File: src/hw/rtl/bbl_pkg.sv
`timescale 1ns / 1ps
// Shared constants and types for the battery bar level block.
// No dependencies; imported by every module of the block.
package bbl_pkg;

  localparam int MV_W           = 16;
  localparam int LEVEL_W        = 3;
  localparam int REARM_W        = 47;
  localparam int CFG_DATA_W     = 47;
  localparam int CFG_INDEX_W    = 3;
  localparam int CHARGE_WIDTH_DEF = 48;

  localparam logic [CFG_INDEX_W-1:0] CFG_BAR1_FLOOR   = 3'd0;
  localparam logic [CFG_INDEX_W-1:0] CFG_BAR2_FLOOR   = 3'd1;
  localparam logic [CFG_INDEX_W-1:0] CFG_BAR3_FLOOR   = 3'd2;
  localparam logic [CFG_INDEX_W-1:0] CFG_BAR4_FLOOR   = 3'd3;
  localparam logic [CFG_INDEX_W-1:0] CFG_RISE_REARM   = 3'd4;

  localparam logic [MV_W-1:0]    BAR1_FLOOR_RST = 16'd2400;
  localparam logic [MV_W-1:0]    BAR2_FLOOR_RST = 16'd2480;
  localparam logic [MV_W-1:0]    BAR3_FLOOR_RST = 16'd2530;
  localparam logic [MV_W-1:0]    BAR4_FLOOR_RST = 16'd2575;
  localparam logic [REARM_W-1:0] RISE_REARM_RST = 47'd1000000000;

  localparam logic [LEVEL_W-1:0] LEVEL_EMPTY = 3'd0;
  localparam logic [LEVEL_W-1:0] LEVEL_ONE   = 3'd1;
  localparam logic [LEVEL_W-1:0] LEVEL_TWO   = 3'd2;
  localparam logic [LEVEL_W-1:0] LEVEL_THREE = 3'd3;
  localparam logic [LEVEL_W-1:0] LEVEL_FULL  = 3'd4;

  // Voltage floors as held by the configuration registers.
  typedef struct packed {
    logic [MV_W-1:0] bar1;
    logic [MV_W-1:0] bar2;
    logic [MV_W-1:0] bar3;
    logic [MV_W-1:0] bar4;
  } bbl_floors_t;

  // Result of the voltage evaluation for one item.
  typedef struct packed {
    logic [LEVEL_W-1:0] target;
    logic               rise_clear;
  } bbl_eval_t;

endpackage

File: src/hw/rtl/battery_bar_level_hysteresis.sv
`timescale 1ns / 1ps
// Battery bar level with rise hysteresis: one reference voltage in, one level out.
// Depends on bbl_pkg, bbl_cfg_regs, bbl_level_eval and bbl_level_state.
//
// One transaction in, one bar level out, at a sustained rate of one item per
// clock cycle while the output is not stalled. An accepted item is held in the
// input register, where the floor scan, threshold test and rearm compare run,
// and the committed level lands in the output register when the item advances.
// The rate is set by the committed-level and anchor registers, which each item
// reads and updates as it advances. Stalls on the output side hold both
// registers; the input side keeps taking items while the output register is
// free or being drained. Configuration writes are taken every cycle
// (cfg_ready is tied high) and must only be issued while no transaction is open.
module battery_bar_level_hysteresis #(
  parameter int CHARGE_WIDTH = bbl_pkg::CHARGE_WIDTH_DEF
) (
  input  logic                            clk,
  input  logic                            rst,
  input  logic                            cfg_valid,
  output logic                            cfg_ready,
  input  logic [bbl_pkg::CFG_INDEX_W-1:0] cfg_index,
  input  logic [bbl_pkg::CFG_DATA_W-1:0]  cfg_data,
  input  logic                            in_valid,
  output logic                            in_ready,
  input  logic [bbl_pkg::MV_W-1:0]        sample_mv,
  input  logic                            charging,
  input  logic                            charge_trusted,
  input  logic [CHARGE_WIDTH-1:0]         session_charge,
  output logic                            out_valid,
  input  logic                            out_ready,
  output logic [bbl_pkg::LEVEL_W-1:0]     bar_level
);
  import bbl_pkg::*;

  bbl_floors_t             floors;
  logic [REARM_W-1:0]      rise_rearm_charge;
  bbl_eval_t               eval;
  logic [LEVEL_W-1:0]      level_next;

  logic                    s1_valid;
  logic [MV_W-1:0]         s1_mv;
  logic                    s1_charging;
  logic                    s1_charge_trusted;
  logic [CHARGE_WIDTH-1:0] s1_charge;
  logic                    advance;

  assign cfg_ready = 1'b1;
  assign advance   = s1_valid && (!out_valid || out_ready);
  assign in_ready  = !s1_valid || advance;

  bbl_cfg_regs u_cfg (
    .clk               (clk),
    .rst               (rst),
    .cfg_valid         (cfg_valid),
    .cfg_index         (cfg_index),
    .cfg_data          (cfg_data),
    .floors            (floors),
    .rise_rearm_charge (rise_rearm_charge)
  );

  bbl_level_eval u_eval (
    .sample_mv (s1_mv),
    .floors    (floors),
    .eval      (eval)
  );

  bbl_level_state #(
    .CHARGE_WIDTH (CHARGE_WIDTH)
  ) u_state (
    .clk               (clk),
    .rst               (rst),
    .step              (advance),
    .charging          (s1_charging),
    .charge_trusted    (s1_charge_trusted),
    .session_charge    (s1_charge),
    .eval              (eval),
    .rise_rearm_charge (rise_rearm_charge),
    .level_next        (level_next)
  );

  // Input register: load on acceptance, drop when the item advances.
  always_ff @(posedge clk) begin
    if (rst) begin
      s1_valid <= 1'b0;
    end else if (in_valid && in_ready) begin
      s1_valid <= 1'b1;
    end else if (advance) begin
      s1_valid <= 1'b0;
    end
  end

  always_ff @(posedge clk) begin
    if (in_valid && in_ready) begin
      s1_mv             <= sample_mv;
      s1_charging       <= charging;
      s1_charge_trusted <= charge_trusted;
      s1_charge         <= session_charge;
    end
  end

  // Output register: hold until taken.
  always_ff @(posedge clk) begin
    if (rst) begin
      out_valid <= 1'b0;
    end else if (advance) begin
      out_valid <= 1'b1;
    end else if (out_ready) begin
      out_valid <= 1'b0;
    end
  end

  always_ff @(posedge clk) begin
    if (advance) begin
      bar_level <= level_next;
    end
  end

endmodule

File: src/hw/rtl/bbl_cfg_regs.sv
`timescale 1ns / 1ps
// Configuration register file: four voltage floors and the rise rearm charge.
// Depends on bbl_pkg.
module bbl_cfg_regs (
  input  logic                           clk,
  input  logic                           rst,
  input  logic                           cfg_valid,
  input  logic [bbl_pkg::CFG_INDEX_W-1:0] cfg_index,
  input  logic [bbl_pkg::CFG_DATA_W-1:0]  cfg_data,
  output bbl_pkg::bbl_floors_t           floors,
  output logic [bbl_pkg::REARM_W-1:0]    rise_rearm_charge
);
  import bbl_pkg::*;

  always_ff @(posedge clk) begin
    if (rst) begin
      floors.bar1       <= BAR1_FLOOR_RST;
      floors.bar2       <= BAR2_FLOOR_RST;
      floors.bar3       <= BAR3_FLOOR_RST;
      floors.bar4       <= BAR4_FLOOR_RST;
      rise_rearm_charge <= RISE_REARM_RST;
    end else if (cfg_valid) begin
      case (cfg_index)
        CFG_BAR1_FLOOR: floors.bar1       <= cfg_data[MV_W-1:0];
        CFG_BAR2_FLOOR: floors.bar2       <= cfg_data[MV_W-1:0];
        CFG_BAR3_FLOOR: floors.bar3       <= cfg_data[MV_W-1:0];
        CFG_BAR4_FLOOR: floors.bar4       <= cfg_data[MV_W-1:0];
        CFG_RISE_REARM: rise_rearm_charge <= cfg_data[REARM_W-1:0];
        default: ;
      endcase
    end
  end

endmodule

File: src/hw/rtl/bbl_level_eval.sv
`timescale 1ns / 1ps
// Voltage evaluation: floor scan for the target level and the rise threshold test.
// Depends on bbl_pkg; purely combinational.
module bbl_level_eval (
  input  logic [bbl_pkg::MV_W-1:0] sample_mv,
  input  bbl_pkg::bbl_floors_t     floors,
  output bbl_pkg::bbl_eval_t       eval
);
  import bbl_pkg::*;

  logic [LEVEL_W-1:0]  target;
  logic [MV_W-1:0]     mid_lo;
  logic [MV_W-1:0]     mid_hi;
  logic signed [MV_W:0] mid_span;
  logic signed [MV_W:0] mid_half;
  logic [MV_W-1:0]     mid_th;
  logic [MV_W-1:0]     top_half;
  logic [MV_W:0]       top_sum;
  logic [MV_W:0]       rise_th;

  // Highest bar whose floor is met, scanning from the top.
  always_comb begin
    if (sample_mv >= floors.bar4) begin
      target = LEVEL_FULL;
    end else if (sample_mv >= floors.bar3) begin
      target = LEVEL_THREE;
    end else if (sample_mv >= floors.bar2) begin
      target = LEVEL_TWO;
    end else if (sample_mv >= floors.bar1) begin
      target = LEVEL_ONE;
    end else begin
      target = LEVEL_EMPTY;
    end
  end

  // Midpoint between floors t and t+1, halving toward zero.
  always_comb begin
    mid_lo   = (target == LEVEL_TWO) ? floors.bar2 : floors.bar3;
    mid_hi   = (target == LEVEL_TWO) ? floors.bar3 : floors.bar4;
    mid_span = $signed({1'b0, mid_hi}) - $signed({1'b0, mid_lo});
    mid_half = (mid_span + $signed({{MV_W{1'b0}}, mid_span[MV_W]})) >>> 1;
    mid_th   = mid_lo + mid_half[MV_W-1:0];
  end

  // Top level: floor 4 plus half the (non-negative) top spacing, saturated.
  always_comb begin
    top_half = (floors.bar4 > floors.bar3) ? ((floors.bar4 - floors.bar3) >> 1) : '0;
    top_sum  = {1'b0, floors.bar4} + {1'b0, top_half};
    if (top_sum[MV_W]) begin
      top_sum = {1'b0, {MV_W{1'b1}}};
    end
  end

  always_comb begin
    case (target)
      LEVEL_TWO, LEVEL_THREE: rise_th = {1'b0, mid_th};
      LEVEL_FULL:             rise_th = top_sum;
      default:                rise_th = {1'b0, floors.bar1};
    endcase
    eval.target     = target;
    eval.rise_clear = ({1'b0, sample_mv} >= rise_th);
  end

endmodule

File: src/hw/rtl/bbl_level_state.sv
`timescale 1ns / 1ps
// Committed level and rearm anchor, with the commit decision for each item.
// Depends on bbl_pkg and the evaluation from bbl_level_eval.
module bbl_level_state #(
  parameter int CHARGE_WIDTH = bbl_pkg::CHARGE_WIDTH_DEF
) (
  input  logic                          clk,
  input  logic                          rst,
  input  logic                          step,
  input  logic                          charging,
  input  logic                          charge_trusted,
  input  logic [CHARGE_WIDTH-1:0]       session_charge,
  input  bbl_pkg::bbl_eval_t            eval,
  input  logic [bbl_pkg::REARM_W-1:0]   rise_rearm_charge,
  output logic [bbl_pkg::LEVEL_W-1:0]   level_next
);
  import bbl_pkg::*;

  localparam int CMP_W = (CHARGE_WIDTH + 1 > REARM_W) ? CHARGE_WIDTH + 1 : REARM_W;

  logic                    level_seeded;
  logic [LEVEL_W-1:0]      committed_level;
  logic                    anchor_valid;
  logic [CHARGE_WIDTH-1:0] anchor_charge;

  logic                    level_seeded_next;
  logic                    anchor_valid_next;
  logic [CHARGE_WIDTH-1:0] anchor_charge_next;

  logic                    eff_valid;
  logic [CHARGE_WIDTH-1:0] eff_charge;
  logic [CMP_W:0]          anchor_x;
  logic [CMP_W:0]          charge_x;
  logic [CMP_W:0]          discharge;
  logic [CMP_W:0]          rearm_x;
  logic                    rearmed;
  logic                    commit;

  // Latch the anchor when continuity first becomes valid.
  assign eff_valid  = anchor_valid | charge_trusted;
  assign eff_charge = (!anchor_valid && charge_trusted) ? session_charge : anchor_charge;

  assign anchor_x  = {{(CMP_W + 1 - CHARGE_WIDTH){eff_charge[CHARGE_WIDTH-1]}}, eff_charge};
  assign charge_x  = {{(CMP_W + 1 - CHARGE_WIDTH){session_charge[CHARGE_WIDTH-1]}},
                      session_charge};
  assign discharge = anchor_x - charge_x;
  assign rearm_x   = {{(CMP_W + 1 - REARM_W){1'b0}}, rise_rearm_charge};
  assign rearmed   = charge_trusted && eff_valid && !discharge[CMP_W] &&
                     (discharge >= rearm_x);

  always_comb begin
    if (!level_seeded) begin
      commit = 1'b1;
    end else if (eval.target <= committed_level) begin
      commit = (eval.target != committed_level);
    end else if ((eval.target == committed_level + LEVEL_ONE) && !eval.rise_clear) begin
      commit = 1'b0;
    end else begin
      commit = charging || rearmed;
    end
  end

  always_comb begin
    if (commit) begin
      level_next         = eval.target;
      level_seeded_next  = 1'b1;
      anchor_valid_next  = charge_trusted;
      anchor_charge_next = session_charge;
    end else begin
      level_next         = committed_level;
      level_seeded_next  = level_seeded;
      anchor_valid_next  = eff_valid;
      anchor_charge_next = eff_charge;
    end
  end

  always_ff @(posedge clk) begin
    if (rst) begin
      level_seeded    <= 1'b0;
      committed_level <= LEVEL_EMPTY;
      anchor_valid    <= 1'b0;
      anchor_charge   <= '0;
    end else if (step) begin
      level_seeded    <= level_seeded_next;
      committed_level <= level_next;
      anchor_valid    <= anchor_valid_next;
      anchor_charge   <= anchor_charge_next;
    end
  end

  a_level_cap: assert property (@(posedge clk) disable iff (rst)
    committed_level <= LEVEL_FULL)
    else $error("committed level above full");

  a_seed_once: assert property (@(posedge clk) disable iff (rst)
    step && !level_seeded |=> level_seeded && committed_level == $past(eval.target))
    else $error("first transaction did not seed the level");

  a_hold_idle: assert property (@(posedge clk) disable iff (rst)
    !step |=> $stable(committed_level) && $stable(anchor_valid))
    else $error("state moved without a transaction");

  a_drop_now: assert property (@(posedge clk) disable iff (rst)
    step && level_seeded && eval.target < committed_level
    |=> committed_level == $past(eval.target))
    else $error("level drop not committed at once");

endmodule
File: config.mk
export PLATFORM = sky130hd
export DESIGN_NAME = battery_bar_level_hysteresis
export DESIGN_NICKNAME = d
export VERILOG_FILES = /design/src/hw/rtl/bbl_pkg.sv /design/src/hw/rtl/battery_bar_level_hysteresis.sv /design/src/hw/rtl/bbl_cfg_regs.sv /design/src/hw/rtl/bbl_level_eval.sv /design/src/hw/rtl/bbl_level_state.sv
export SDC_FILE = /design/constraint.sdc
export NUM_CORES = 1
export LEC_CHECK = 0
export CORE_MARGIN = 2
export CORE_UTILIZATION = 40
export CTS_BUF_LIST = sky130_fd_sc_hd__clkbuf_4
export CTS_CLUSTER_DIAMETER = 200
export DETAILED_ROUTE_END_ITERATION = 10
export DONT_BUFFER_PORTS = 1
export PLACE_DENSITY_LB_ADDON = 0.12
export SYNTH_ARGS = -nofsm -noshare
export SYNTH_HDL_FRONTEND = slang
export SYNTH_SLANG_ARGS = --single-unit
File: constraint.sdc
create_clock -name clk -period 9.37 [get_ports clk]
set_input_delay 1.874 -clock clk [delete_from_list [all_inputs] [get_ports clk]]
set_output_delay 1.874 -clock clk [all_outputs]
set_load 0.005 [all_outputs]
==> results.sh <==
export IMPL_placed_cells=2960
export IMPL_synthCells=2252
export IMPL_worst_ep_arrival_time_ps=9900
export IMPL_max_vdd_ir_drop_v=0.000112
export IMPL_post_layout_nonfiller_instances=3111
export IMPL_start_util=0.403
export IMPL_powerDensity_nw_per_um2=155
export IMPL_dr_pass1_iters=5
export IMPL_antenna_found_initial=2
export IMPL_grt_pass1_vias=16600
export IMPL_grt_use_total=0.241
export IMPL_ys_async_sr_fraction=0
export IMPL_maxCapViolCount=0
export IMPL_max_stage_delay_ps=490
export IMPL_post_route_period_util=0.986
export IMPL_hold_buffers=0
export IMPL_path_class="register to register"
export IMPL_dominantRegCellSynth="dfxtp_1"
export IMPL_via_per_inst=5.40
export IMPL_grt_max_degree=167
export IMPL_placed_cell_area_um2=20600
export IMPL_synth_edf_count=69
export IMPL_hp_class="register to register"
export IMPL_io_buffers=0
export IMPL_fillers=4658
export IMPL_cpMaxStageDelayCell="edfxtp_1"
export IMPL_wl_per_cell_um=18.9
export IMPL_synth_cell_types=87
export IMPL_cts_root_buf="clkbuf_4"
export IMPL_slew_headroom=0.242
export IMPL_cts_clk_slew_worst_paths_ps=60
export IMPL_max_slew_worst_pin_slew_ps=1140
export IMPL_crit_start="s1_mv[14]"
export IMPL_rsz0062_at_grt="yes"
export IMPL_yosys_warnings=0
export IMPL_io_pin_count=127
export IMPL_overflow=0
export IMPL_worstPathRequired_ps=10030
export IMPL_syn_nets=2618
export IMPL_synth_top_area_share=0.178
export IMPL_synth_area_leaders="dfxtp_1 (18%), ha_1 (16%), edfxtp_1 (11%)"
export IMPL_clockBufferDepth=3
export IMPL_syn_cell_area_um2=18600
export IMPL_syn_avg_cell_area_um2=8.27
export IMPL_status="completed"
export IMPL_die_h_um=220
export IMPL_vias=16800
export IMPL_reg2reg_from="s1_mv[14]"
export IMPL_skew_ps=72.5
export IMPL_drtIter0Drc=1022
export IMPL_numCtsBuffers=69
export IMPL_globalplace_congestion=0.872
export IMPL_core_um2=46300
export IMPL_hold_start="u_cfg.rise_rearm_charge[33]"
export IMPL_ys_ff_latch=235
export IMPL_cts_sinks=235
export IMPL_synthMostInstantiatedCell="nand2_1"
export IMPL_max_freq_ghz=0.108
export IMPL_fin_nets=2812
export IMPL_p_total_w=0.00345
export IMPL_period_minus_slack_ps=9240
export IMPL_final_layout_size_suffix_gt1_frac=0.201
export IMPL_netlist_top_cells_count="nand2_1 (279), ha_1 (240), a21oi_1 (237)"
export IMPL_fp_dieW_um=220
export IMPL_fin_area_um2=22300
export IMPL_clk_insertion_delay_late_ps=790
export IMPL_route_detailed_drc=0
export IMPL_grt_pass1_wl_um=89800
export IMPL_wirelength_um=58700
export IMPL_rows=79
export IMPL_synth_top_area_cell="dfxtp_1"
export IMPL_dpl_hpwl_um=44300
export IMPL_p_leak_nw=10.1
export IMPL_yosysSeqAreaShare=0.290
export IMPL_die_area_um2=48300
export IMPL_path_buf_inv=8
export IMPL_cts_tree="built"
export IMPL_hold_viol_final=0
export IMPL_h_tree_depth=3
export IMPL_end_kind="register"
export IMPL_finalSetupViolations=0
export IMPL_postRouteAntennaNets=0
export IMPL_cp_max_fo=7
export IMPL_startpoint_type="register"
export IMPL_path_delay_family="compound AO/OA/AOI/OAI gates"
export IMPL_final_max_slew_viol_count=0
export IMPL_area_growth_pct=19.8
[cells by family after synthesis]
| logic type | Yosys count | share of synthesized area |
|---|---|---|
| AND/OR/NAND/NOR | 653 | 0.168 |
| XOR/XNOR | 90 | 0.0427 |
| multiplexers | 84 | 0.0485 |
| AO/OA/AOI/OAI | 620 | 0.216 |
| other | 1 | 0.000201 |
| flip-flops | 235 | 0.290 |
| buffers and inverters | 318 | 0.0652 |
| adder cells (fa/ha/maj) | 251 | 0.170 |
[what timing repair did]
item                                    4_1_cts  5_1_grt
resized for setup                            45       71
pin swaps                                    29       49
setup buffers                                 9       11
gates cloned                                  3        0
endpoints found under the setup margin       55       55
[worst paths after layout]
check | endpoint | slack (ps) | depth (start not counted)
setup / recovery | u_state.anchor_charge[18] | 130 | 48
hold / removal | u_cfg.rise_rearm_charge[33] | 450 | 2
setup reg to reg | u_state.anchor_charge[18] | 130 | 48
hold reg to reg | u_cfg.rise_rearm_charge[33] | 450 | 2
[cell type report]
cell class,count,area [um2],area share
antenna,3,7.51,0.000337
inverter,229,860,0.0385
tap,607,759,0.0340
sequential,235,5400,0.242
clock buffer,101,758,0.0340
multi-input combinational,1699,12500,0.562
clock inverter,25,240,0.0108
timing repair buffer,212,1750,0.0784
[placed cells by master, fill, tap and decap left out, types with 69 or more instances in the layout]
master and instances:
a21o_1 129, a21oi_1 209, buf_4 198, clkbuf_4 101, dfxtp_1 166, edfxtp_1 69, ha_1 231, inv_1 224
nand2_1 276, nor2_1 105
[per-layer routing]
| layer | wire, um | vias to the layer above | part of all wire | GRT usage |
|---|---|---|---|---|
| li1 | - | 8411 | - | - |
| met1 | 25800 | 7918 | 0.44 | 0.298 |
| met2 | 28400 | 355 | 0.48 | 0.419 |
| met3 | 2340 | 104 | 0.040 | 0.0326 |
| met4 | 2170 | 0 | 0.037 | 0.105 |
| met5 | 0 | - | 0 | 0 |
[worst register-to-register path: cells and delay by family, from the launching register on]
family          cells  cell delay [ps]
compound gates     21             3390
fa+ha+maj           8             2270
simple gates        8             1380
buf+inv             8             1020
flops               1              490
xor+xnor            2              310
mux                 1              230
[registers in the layout, summed over array words and instances (netlist names)]
name / count
s1_charging: 1
u_state.committed_level: 3
u_cfg.floors: 64
u_state.level_seeded: 1
u_state.anchor_charge: 48
s1_valid: 1
s1_charge_trusted: 1
bar_level: 3
s1_charge: 48
s1_mv: 16
u_cfg.rise_rearm_charge: 47
u_state.anchor_valid: 1
out_valid: 1
[stage by stage]
stage                     utilization  TNS [ps]  setup WS, ps  hold slack, ps
final                           0.482         0           130             455
after global routing            0.482     -7160          -244             477
after CTS                       0.474      -202         -38.6             457
after detailed placement        0.444    -16890          -373             448
after global placement          0.444     -2770          -121             443
after floorplan                     -         0          20.5             436
[power breakdown]
part	internal (W)	switching (W)	leakage, nW	total (W)
clock network	0.000636	0.000486	0.580	0.00112
logic	0.000561	0.000644	7.52	0.00121
registers	0.00110	0.0000303	2.02	0.00113
total	0.00229	0.00116	10.1	0.00345
(Power assumes the default switching activity.)
